[config.mk]
export PLATFORM = sky130hd
export DESIGN_NAME = amr_payload_deframer_unit_flat
export DESIGN_NICKNAME = d
export VERILOG_FILES = /design/src/design/apd_pkg.sv /design/src/design/apd_in_if.sv /design/src/design/apd_out_if.sv /design/src/design/apd_datapath.sv /design/src/design/apd_ctrl.sv /design/src/design/amr_payload_deframer_unit.sv /design/src/flat_wrapper.sv
export SDC_FILE = /design/constraint.sdc
export NUM_CORES = 1
export LEC_CHECK = 0
export ABC_AREA = 1
export ABC_CLOCK_PERIOD_IN_PS = 5000
export BUFFER_PORTS_ARGS = -buffer_cell sky130_fd_sc_hd__buf_2
export CELL_PAD_IN_SITES_DETAIL_PLACEMENT = 0
export CELL_PAD_IN_SITES_GLOBAL_PLACEMENT = 1
export CORE_ASPECT_RATIO = 0.6
export CORE_MARGIN = 4
export CORE_UTILIZATION = 40
export CTS_CLUSTER_DIAMETER = 120
export DETAILED_ROUTE_END_ITERATION = 10
export GPL_ROUTABILITY_DRIVEN = 0
export PLACE_DENSITY_LB_ADDON = 0.25
export SLEW_MARGIN = 20
export SYNTH_ARGS = -nofsm -noshare
export SYNTH_HDL_FRONTEND = slang
export SYNTH_SLANG_ARGS = --single-unit
[constraint.sdc]
create_clock -name clk -period 5 [get_ports clk]
set_clock_uncertainty 0.2 [all_clocks]
set_input_delay 0.25 -clock clk [delete_from_list [all_inputs] [get_ports clk]]
set_output_delay 0.25 -clock clk [all_outputs]
set_load 0.03 [all_outputs]
[src/design/apd_pkg.sv]
`timescale 1ns / 1ps

package apd_pkg;

    // Depth of the TOC store and the widths that follow from it.
    localparam int MAX_TOCS  = 16;
    localparam int TOC_IDX_W = (MAX_TOCS > 1) ? $clog2(MAX_TOCS) : 1;
    localparam int TOC_CNT_W = $clog2(MAX_TOCS + 1);

    // Largest frame body and the width of the fill and read counters.
    localparam int FRAME_MAX = 31;
    localparam int FILL_W    = 5;

    // Frame types from this code upwards carry no speech frame.
    localparam logic [3:0] FIRST_BAD_TYPE = 4'd9;

    // Result kinds.
    typedef enum logic [2:0] {
        KIND_FRAME   = 3'd0,
        KIND_SHORT   = 3'd1,
        KIND_BADLIST = 3'd2,
        KIND_BADTYPE = 3'd3,
        KIND_TRUNC   = 3'd4
    } kind_t;

    // Source of the byte loaded into the output register.
    typedef enum logic [1:0] {
        SEL_ZERO = 2'd0,
        SEL_TOC  = 2'd1,
        SEL_DATA = 2'd2
    } out_sel_t;

    // Commands from the controller to the datapath.
    typedef struct packed {
        logic     end_load;
        logic     toc_clear;
        logic     toc_write;
        logic     frame_rst;
        logic     frame_inc;
        logic     fill_clear;
        logic     buf_write;
        logic     idx_clear;
        logic     idx_inc;
        logic     out_load;
        kind_t    out_kind;
        out_sel_t out_sel;
        logic     out_last;
    } dp_cmd_t;

    // Status from the datapath to the controller.
    typedef struct packed {
        logic out_free;
        logic in_flag;
        logic in_end;
        logic end_seen;
        logic toc_full;
        logic bad_type;
        logic fill_done;
        logic last_data;
        logic frames_done;
    } dp_status_t;

    // Frame body size in bytes for each frame type; zero where no frame exists.
    function automatic logic [FILL_W-1:0] frame_size(input logic [3:0] ftype);
        logic [FILL_W-1:0] size;
        unique case (ftype)
            4'd0:    size = 5'd12;
            4'd1:    size = 5'd13;
            4'd2:    size = 5'd15;
            4'd3:    size = 5'd17;
            4'd4:    size = 5'd19;
            4'd5:    size = 5'd20;
            4'd6:    size = 5'd26;
            4'd7:    size = 5'd31;
            4'd8:    size = 5'd5;
            default: size = 5'd0;
        endcase
        return size;
    endfunction

endpackage

[src/design/apd_in_if.sv]
`timescale 1ns / 1ps

// Payload byte channel.
interface apd_in_if;
    logic       valid;
    logic       ready;
    logic [7:0] payload_byte;
    logic       packet_end;

    modport source (output valid, output payload_byte, output packet_end, input ready);
    modport sink   (input valid, input payload_byte, input packet_end, output ready);
endinterface

[src/design/apd_out_if.sv]
`timescale 1ns / 1ps

// Result channel.
interface apd_out_if;
    logic       valid;
    logic       ready;
    logic [2:0] kind;
    logic [7:0] frame_byte;
    logic       last;

    modport source (output valid, output kind, output frame_byte, output last, input ready);
    modport sink   (input valid, input kind, input frame_byte, input last, output ready);
endinterface

[src/design/apd_datapath.sv]
`timescale 1ns / 1ps

module apd_datapath (
    input  logic                   clk,
    input  logic                   rst_n,
    input  logic [7:0]             payload_byte,
    input  logic                   packet_end,
    input  logic                   out_ready,
    input  apd_pkg::dp_cmd_t       cmd,
    output apd_pkg::dp_status_t    status,
    output logic                   out_valid,
    output logic [2:0]             out_kind,
    output logic [7:0]             out_byte,
    output logic                   out_last
);

    logic [7:0]                     toc_mem [apd_pkg::MAX_TOCS];
    logic [7:0]                     buf_mem [apd_pkg::FRAME_MAX];
    logic [apd_pkg::TOC_CNT_W-1:0]  toc_count_reg;
    logic [apd_pkg::TOC_CNT_W-1:0]  frame_num_reg;
    logic [apd_pkg::FILL_W-1:0]     fill_reg;
    logic [apd_pkg::FILL_W-1:0]     idx_reg;
    logic                           end_reg;
    logic                           out_valid_reg;
    apd_pkg::kind_t                 out_kind_reg;
    logic [7:0]                     out_byte_reg;
    logic                           out_last_reg;

    logic [7:0]                     cur_toc;
    logic [3:0]                     cur_type;
    logic [apd_pkg::FILL_W-1:0]     cur_size;
    logic [7:0]                     load_byte;

    // TOC of the current frame; a frame beyond the stored list reads as zero.
    always_comb
    begin
        if (frame_num_reg < toc_count_reg)
        begin
            cur_toc = toc_mem[frame_num_reg[apd_pkg::TOC_IDX_W-1:0]];
        end
        else
        begin
            cur_toc = 8'd0;
        end
        cur_type = cur_toc[6:3];
        cur_size = apd_pkg::frame_size(cur_type);
    end

    // Status towards the controller.
    always_comb
    begin
        status.out_free    = !out_valid_reg || out_ready;
        status.in_flag     = payload_byte[7];
        status.in_end      = packet_end;
        status.end_seen    = end_reg;
        status.toc_full    = toc_count_reg >= apd_pkg::TOC_CNT_W'(apd_pkg::MAX_TOCS);
        status.bad_type    = cur_type >= apd_pkg::FIRST_BAD_TYPE;
        status.fill_done   = ({1'b0, fill_reg} + 6'd1) >= {1'b0, cur_size};
        status.last_data   = idx_reg == (cur_size - 5'd1);
        status.frames_done = ({1'b0, frame_num_reg} + 1'b1) >= {1'b0, toc_count_reg};
    end

    // Byte for the output register.
    always_comb
    begin
        case (cmd.out_sel)
            apd_pkg::SEL_TOC:  load_byte = cur_toc;
            apd_pkg::SEL_DATA: load_byte = buf_mem[idx_reg];
            default:           load_byte = 8'd0;
        endcase
    end

    // Counters and flags.
    always_ff @(posedge clk or negedge rst_n)
    begin
        if (!rst_n)
        begin
            toc_count_reg <= '0;
            frame_num_reg <= '0;
            fill_reg      <= '0;
            idx_reg       <= '0;
            end_reg       <= 1'b0;
            out_valid_reg <= 1'b0;
        end
        else
        begin
            if (cmd.toc_clear)
            begin
                toc_count_reg <= '0;
            end
            else if (cmd.toc_write)
            begin
                toc_count_reg <= toc_count_reg + 1'b1;
            end

            if (cmd.frame_rst)
            begin
                frame_num_reg <= '0;
            end
            else if (cmd.frame_inc)
            begin
                frame_num_reg <= frame_num_reg + 1'b1;
            end

            if (cmd.fill_clear)
            begin
                fill_reg <= '0;
            end
            else if (cmd.buf_write)
            begin
                fill_reg <= fill_reg + 1'b1;
            end

            if (cmd.idx_clear)
            begin
                idx_reg <= '0;
            end
            else if (cmd.idx_inc)
            begin
                idx_reg <= idx_reg + 1'b1;
            end

            if (cmd.end_load)
            begin
                end_reg <= packet_end;
            end

            if (cmd.out_load)
            begin
                out_valid_reg <= 1'b1;
            end
            else if (out_ready)
            begin
                out_valid_reg <= 1'b0;
            end
        end
    end

    // Stores and output payload, no reset needed.
    always_ff @(posedge clk)
    begin
        if (cmd.toc_write)
        begin
            toc_mem[toc_count_reg[apd_pkg::TOC_IDX_W-1:0]] <= payload_byte;
        end
        if (cmd.buf_write)
        begin
            buf_mem[fill_reg] <= payload_byte;
        end
        if (cmd.out_load)
        begin
            out_kind_reg <= cmd.out_kind;
            out_byte_reg <= load_byte;
            out_last_reg <= cmd.out_last;
        end
    end

    assign out_valid = out_valid_reg;
    assign out_kind  = out_kind_reg;
    assign out_byte  = out_byte_reg;
    assign out_last  = out_last_reg;

endmodule

[src/design/apd_ctrl.sv]
`timescale 1ns / 1ps

module apd_ctrl (
    input  logic                clk,
    input  logic                rst_n,
    input  logic                in_valid,
    output logic                in_ready,
    input  apd_pkg::dp_status_t status,
    output apd_pkg::dp_cmd_t    cmd
);

    typedef enum logic [3:0] {
        ST_IDLE     = 4'b0001,
        ST_START    = 4'b0010,
        ST_TOC_OUT  = 4'b0100,
        ST_DATA_OUT = 4'b1000
    } state_t;

    typedef enum logic [3:0] {
        PH_CMR   = 4'b0001,
        PH_TOC   = 4'b0010,
        PH_FRAME = 4'b0100,
        PH_SKIP  = 4'b1000
    } phase_t;

    state_t state_reg;
    state_t state_next;
    phase_t phase_reg;
    phase_t phase_next;
    logic   accept;

    assign in_ready = (state_reg == ST_IDLE) && status.out_free;
    assign accept   = in_valid && in_ready;

    // Next state and commands.
    always_comb
    begin
        state_next     = state_reg;
        phase_next     = phase_reg;
        cmd.end_load   = 1'b0;
        cmd.toc_clear  = 1'b0;
        cmd.toc_write  = 1'b0;
        cmd.frame_rst  = 1'b0;
        cmd.frame_inc  = 1'b0;
        cmd.fill_clear = 1'b0;
        cmd.buf_write  = 1'b0;
        cmd.idx_clear  = 1'b0;
        cmd.idx_inc    = 1'b0;
        cmd.out_load   = 1'b0;
        cmd.out_kind   = apd_pkg::KIND_FRAME;
        cmd.out_sel    = apd_pkg::SEL_ZERO;
        cmd.out_last   = 1'b0;

        unique case (state_reg)
            ST_IDLE:
            begin
                if (accept)
                begin
                    cmd.end_load = 1'b1;
                    unique case (phase_reg)
                        PH_CMR:
                        begin
                            if (status.in_end)
                            begin
                                cmd.out_load = 1'b1;
                                cmd.out_kind = apd_pkg::KIND_SHORT;
                                cmd.out_last = 1'b1;
                            end
                            else
                            begin
                                cmd.toc_clear = 1'b1;
                                phase_next    = PH_TOC;
                            end
                        end
                        PH_TOC:
                        begin
                            if (status.toc_full)
                            begin
                                cmd.out_load = 1'b1;
                                cmd.out_kind = apd_pkg::KIND_BADLIST;
                                cmd.out_last = 1'b1;
                                phase_next   = status.in_end ? PH_CMR : PH_SKIP;
                            end
                            else
                            begin
                                cmd.toc_write = 1'b1;
                                if (status.in_flag)
                                begin
                                    // List runs out with the packet.
                                    if (status.in_end)
                                    begin
                                        cmd.out_load = 1'b1;
                                        cmd.out_kind = apd_pkg::KIND_BADLIST;
                                        cmd.out_last = 1'b1;
                                        phase_next   = PH_CMR;
                                    end
                                end
                                else
                                begin
                                    cmd.frame_rst = 1'b1;
                                    state_next    = ST_START;
                                end
                            end
                        end
                        PH_FRAME:
                        begin
                            cmd.buf_write = 1'b1;
                            if (status.fill_done)
                            begin
                                state_next = ST_TOC_OUT;
                            end
                            else if (status.in_end)
                            begin
                                cmd.out_load = 1'b1;
                                cmd.out_kind = apd_pkg::KIND_TRUNC;
                                cmd.out_last = 1'b1;
                                phase_next   = PH_CMR;
                            end
                        end
                        default:
                        begin
                            if (status.in_end)
                            begin
                                phase_next = PH_CMR;
                            end
                        end
                    endcase
                end
            end

            // Check the type of the next frame and whether bytes remain for it.
            ST_START:
            begin
                if (status.out_free)
                begin
                    cmd.fill_clear = 1'b1;
                    state_next     = ST_IDLE;
                    if (status.bad_type)
                    begin
                        cmd.out_load = 1'b1;
                        cmd.out_kind = apd_pkg::KIND_BADTYPE;
                        cmd.out_last = 1'b1;
                        phase_next   = status.end_seen ? PH_CMR : PH_SKIP;
                    end
                    else if (status.end_seen)
                    begin
                        cmd.out_load = 1'b1;
                        cmd.out_kind = apd_pkg::KIND_TRUNC;
                        cmd.out_last = 1'b1;
                        phase_next   = PH_CMR;
                    end
                    else
                    begin
                        phase_next = PH_FRAME;
                    end
                end
            end

            ST_TOC_OUT:
            begin
                if (status.out_free)
                begin
                    cmd.out_load  = 1'b1;
                    cmd.out_sel   = apd_pkg::SEL_TOC;
                    cmd.idx_clear = 1'b1;
                    state_next    = ST_DATA_OUT;
                end
            end

            default:
            begin
                if (status.out_free)
                begin
                    cmd.out_load = 1'b1;
                    cmd.out_sel  = apd_pkg::SEL_DATA;
                    cmd.out_last = status.last_data;
                    cmd.idx_inc  = 1'b1;
                    if (status.last_data)
                    begin
                        cmd.frame_inc = 1'b1;
                        if (status.frames_done)
                        begin
                            phase_next = status.end_seen ? PH_CMR : PH_SKIP;
                            state_next = ST_IDLE;
                        end
                        else
                        begin
                            state_next = ST_START;
                        end
                    end
                end
            end
        endcase
    end

    // State registers.
    always_ff @(posedge clk or negedge rst_n)
    begin
        if (!rst_n)
        begin
            state_reg <= ST_IDLE;
            phase_reg <= PH_CMR;
        end
        else
        begin
            state_reg <= state_next;
            phase_reg <= phase_next;
        end
    end

endmodule

[src/design/amr_payload_deframer_unit.sv]
`timescale 1ns / 1ps

// Octet-aligned AMR-NB payload deframer. Payload bytes enter one beat at a
// time with packet_end on the final byte; the CMR byte is dropped, the TOC
// list is stored (up to 16 entries) and each frame is buffered and then sent
// out as its TOC byte followed by its body bytes, with last on the final
// byte. Errors come out as a single beat with last set and a zero byte.
// The byte that completes a frame is followed by the output of its TOC byte
// and body, read from the frame buffer one byte per cycle while the output
// takes them, and by a start step for the next frame; the byte that closes
// the TOC list also passes through that start step. Input is
// taken only while the controller is idle and the output register can take
// a beat, so a stalled output holds the input as well.
module amr_payload_deframer_unit (
    input  logic      clk,
    input  logic      rst_n,
    apd_in_if.sink    byte_in,
    apd_out_if.source res_out
);

    apd_pkg::dp_cmd_t    cmd;
    apd_pkg::dp_status_t status;

    // Sequencing of packet phases and frame emission.
    apd_ctrl u_ctrl (
        .clk      (clk),
        .rst_n    (rst_n),
        .in_valid (byte_in.valid),
        .in_ready (byte_in.ready),
        .status   (status),
        .cmd      (cmd)
    );

    // TOC store, frame buffer, counters and output register.
    apd_datapath u_datapath (
        .clk          (clk),
        .rst_n        (rst_n),
        .payload_byte (byte_in.payload_byte),
        .packet_end   (byte_in.packet_end),
        .out_ready    (res_out.ready),
        .cmd          (cmd),
        .status       (status),
        .out_valid    (res_out.valid),
        .out_kind     (res_out.kind),
        .out_byte     (res_out.frame_byte),
        .out_last     (res_out.last)
    );

endmodule

[src/flat_wrapper.sv]
// flat-port wrapper written by rule: the top's interface ports become plain ports
module amr_payload_deframer_unit_flat 
  (clk, rst_n, byte_in_valid, byte_in_payload_byte, byte_in_packet_end, byte_in_ready, res_out_valid, res_out_kind, res_out_frame_byte, res_out_last, res_out_ready);
  apd_in_if byte_in_i ();
  apd_out_if res_out_i ();
  input  logic clk;
  input  logic rst_n;
  input wire logic [$bits(byte_in_i.valid)-1:0] byte_in_valid;
  input wire logic [$bits(byte_in_i.payload_byte)-1:0] byte_in_payload_byte;
  input wire logic [$bits(byte_in_i.packet_end)-1:0] byte_in_packet_end;
  output wire logic [$bits(byte_in_i.ready)-1:0] byte_in_ready;
  output wire logic [$bits(res_out_i.valid)-1:0] res_out_valid;
  output wire logic [$bits(res_out_i.kind)-1:0] res_out_kind;
  output wire logic [$bits(res_out_i.frame_byte)-1:0] res_out_frame_byte;
  output wire logic [$bits(res_out_i.last)-1:0] res_out_last;
  input wire logic [$bits(res_out_i.ready)-1:0] res_out_ready;
  assign byte_in_i.valid = byte_in_valid;
  assign byte_in_i.payload_byte = byte_in_payload_byte;
  assign byte_in_i.packet_end = byte_in_packet_end;
  assign byte_in_ready = byte_in_i.ready;
  assign res_out_valid = res_out_i.valid;
  assign res_out_kind = res_out_i.kind;
  assign res_out_frame_byte = res_out_i.frame_byte;
  assign res_out_last = res_out_i.last;
  assign res_out_i.ready = res_out_ready;
  amr_payload_deframer_unit u_core (.clk(clk), .rst_n(rst_n), .byte_in(byte_in_i), .res_out(res_out_i));
endmodule
==> impl_metrics.env <==
export IMPL_ys_warnings_count=0
export IMPL_synthXorXnorAreaFrac_pct=0.582
export IMPL_clk_latency_ps=560
export IMPL_cts_htree_levels=2
export IMPL_dieWidth_um=282
export IMPL_synth_seq_cells=418
export IMPL_grt_setup_unrepaired="no"
export IMPL_coreArea_um2=43900
export IMPL_r2r_slack_ps=370
export IMPL_start_util_pct=41.1
export IMPL_hold_worst_slack_ps=44.8
export IMPL_yosysUniqueCellTypes=52
export IMPL_cp_max_fo=6
export IMPL_finalSetupViolCount=0
export IMPL_grt_overflow=0
export IMPL_ir_drop_v=0.000305
export IMPL_cp_start_kind="register"
export IMPL_synth_async_reset_ratio_pct=7.18
export IMPL_path_clk_slew_ps=60
export IMPL_first_global_vias=11229
export IMPL_clock_sinks=418
export IMPL_synth_top_family_by_area="simple AND/OR/NAND/NOR gates"
export IMPL_mappedNetlistNets=1575
export IMPL_antenna_cells=0
export IMPL_endpoint="u_core.u_datapath.out_byte[1]"
export IMPL_nets=1603
export IMPL_r2r_end="u_core.u_datapath.out_byte[1]"
export IMPL_worst_pin_slew_ps=1100
export IMPL_vias_per_cell=5.58
export IMPL_min_period_ps=4630
export IMPL_r2r_cells=28
export IMPL_netlist_instances=1531
export IMPL_timing_fmax_mhz=216
export IMPL_status="complete, no violations"
export IMPL_cp_end_kind="register"
export IMPL_synth_compound_area_share_pct=10.8
export IMPL_drv_cap=0
export IMPL_syn_to_final_growth_pct=12.1
export IMPL_r2r_start="u_core.u_datapath.toc_count_reg[2]"
export IMPL_timing_critical_path_from="u_core.u_datapath.toc_count_reg[2]"
export IMPL_synth_adder_area_share_pct=2.15
export IMPL_avgSynthCellArea_um2=11.8
export IMPL_antenna_found_initial=1
export IMPL_dieArea_um2=48700
export IMPL_max_slew_margin_pct=26.9
export IMPL_grt_pass1_wl_mm=76.1
export IMPL_fp_dieH_um=173
export IMPL_cp_required_ps=5070
export IMPL_p_leak_nw=7.22
export IMPL_path_class="reg -> reg"
export IMPL_io_pins=27
export IMPL_yosysSeqAreaShare_pct=68.7
export IMPL_cts_made_buffers=41
export IMPL_drc=0
export IMPL_largest_reg_flops=248
export IMPL_cts_tree="built"
export IMPL_clockBufferDepth=3
export IMPL_synth_simple_area_share_pct=14.2
export IMPL_track_usage_pct=20.8
export IMPL_synth_edf_count=388
export IMPL_drive_above_1_share_pct=10.5
export IMPL_post_dp_hpwl_mm=32.4
export IMPL_finalHoldViolations=0
export IMPL_drtPass1Iterations=6
export IMPL_hp_class="in -> reg"
export IMPL_ys_flop_type="edfxtp_1"
export IMPL_drt_iter0_drc=1418
export IMPL_grt_start_max_net_pins=73
export IMPL_crit_path_top_delay_cell="dfrtp_1"
export IMPL_finalWorstSetupSlack_ps=371
export IMPL_num_rows=59
export IMPL_via_count=12117
export IMPL_arrival_ps=4700
export IMPL_syn_area_um2=18100
export IMPL_clockRootBuffer="clkbuf_16"
export IMPL_finalSetupTns_ps=0
export IMPL_portBuffers=26
export IMPL_antenna_left=0
export IMPL_final_period_utilization_pct=92.6
export IMPL_p_per_area_nw_per_um2=591
export IMPL_slew_violations=0
export IMPL_wl_per_cell_um=23.7
export IMPL_routed_wl_mm=51.4
export IMPL_muxShareOfSynthArea_pct=0
export IMPL_critPathMaxStageDelay_ps=400
export IMPL_power_total_mw=12.0
export IMPL_dp_slack_ps=199
==> timing repair <==
action | in CTS | in global routing
hold buffers | 3 | 0
resized for setup | 0 | 7
endpoints found under the setup margin | 0 | 12
buffers inserted | 0 | 4
hold endpoints to repair | 35 | 0
==> critical path, delay by kind of cell, from the launching register on <==
kind                     cells  cell delay (ps)
AO/OA/AOI/OAI                7              910
adder cells (fa/ha/maj)      3              900
buffers and inverters        6              590
flip-flops                   1              400
AND/OR/NAND/NOR             12             1360
==> cells in the final DEF, fill, tap and decap left out, types with 7 or more instances in the layout <==
cell       synthesis  routed
a21oi_1          145     145
a221oi_1          20      20
a22oi_1           32      32
buf_2              7      23
buf_4              3      34
clkbuf_1          49      11
clkbuf_16          0      42
clkinv_1           3      12
dfrtp_1           28      25
edfxtp_1         388     388
ha_1              31      31
inv_1             67      66
inv_2              8       9
nand2_1          350     350
nand2_2            7       7
nand3_1          103     103
nand3_2            8       8
nor2_1            98      97
nor3_1            10       9
o211ai_1           7       7
o21ai_0           51      50
o221ai_1           9       9
o22ai_1           10      10
o311ai_0          11      11
o31ai_1            7       7
xor2_1            10      10
==> worst min-delay path by stage <==
stage | start | end | slack [ps] | cells after the start
after floorplan | rst_n | u_core.u_ctrl.phase_reg[1] | -250 | 0
after global placement | rst_n | u_core.u_ctrl.phase_reg[3] | 170 | 1
after detailed placement | rst_n | u_core.u_ctrl.phase_reg[3] | 190 | 1
after CTS | byte_in_payload_byte[7] | u_core.u_datapath.buf_mem[13][7] | 60 | 2
after global routing | byte_in_payload_byte[6] | u_core.u_datapath.toc_mem[9][6] | 50 | 1
final | byte_in_payload_byte[2] | u_core.u_datapath.buf_mem[13][2] | 40 | 1
==> metal layers <==
metal | vias up | global-route usage [%] | share of wire [%]
met5 | - | 0 | 0
met4 | 0 | 4.26 | 1.5
met3 | 49 | 6.54 | 10
met2 | 476 | 25.0 | 37
met1 | 6002 | 35.6 | 52
li1 | 5590 | - | -
==> layout make-up <==
cell class | instances | area (um^2)
repair buffers | 63 | 443
multi-input cells | 956 | 5010
well taps | 579 | 724
clock inverters | 21 | 246
flip-flops and latches | 418 | 12400
clock buffers | 54 | 1110
inverters | 79 | 300
fillers | 3929 | 23700
==> synthesized netlist by cell type (3+ instances only) <==
cell type,number,share of area (%)
a211oi_1,3,0.12
a21oi_1,145,4.0
a221oi_1,20,0.97
a22oi_1,32,1.3
a31oi_1,3,0.10
a32o_1,4,0.22
buf_1,14,0.29
buf_2,7,0.19
buf_4,3,0.12
buf_6,5,0.31
clkbuf_1,49,1.0
clkinv_1,3,0.062
dfrtp_1,28,3.9
edfxtp_1,388,65
ha_1,31,2.1
inv_1,67,1.4
inv_2,8,0.17
nand2_1,350,7.3
nand2_2,7,0.24
nand2_4,3,0.19
nand3_1,103,2.9
nand3_2,8,0.44
nand3_4,3,0.29
nor2_1,98,2.0
nor2_2,3,0.10
nor2_4,3,0.19
nor3_1,10,0.28
o211ai_1,7,0.29
o21a_1,3,0.12
o21ai_0,51,1.4
o21ai_1,3,0.083
o21ai_2,3,0.15
o221ai_1,9,0.44
o22ai_1,10,0.35
o311ai_0,11,0.53
o31ai_1,7,0.29
xor2_1,10,0.49
==> report_power, final <==
group / switching [mW] / internal (mW) / total, mW
registers: 0.233 / 4.00 / 4.23
clock network: 1.36 / 1.82 / 3.19
logic: 3.22 / 1.33 / 4.55
total: 4.81 / 7.15 / 12.0
==> cell families after synthesis <==
logic type      Yosys count
simple gates            595
compound gates          318
xor+xnor                 12
fa+ha+maj                31
flops                   418
buf+inv                 157
==> per-stage QoR <==
stage                     util, %  cells  area (um^2)
after floorplan                 -   1531        18100
after global placement       42.8   2087        18800
after detailed placement     42.8   2087        18800
after CTS                    45.9   2165        20200
after global routing         46.1   2170        20200
final                        46.1   2170        20200
Power figures use the tool's default switching activity.
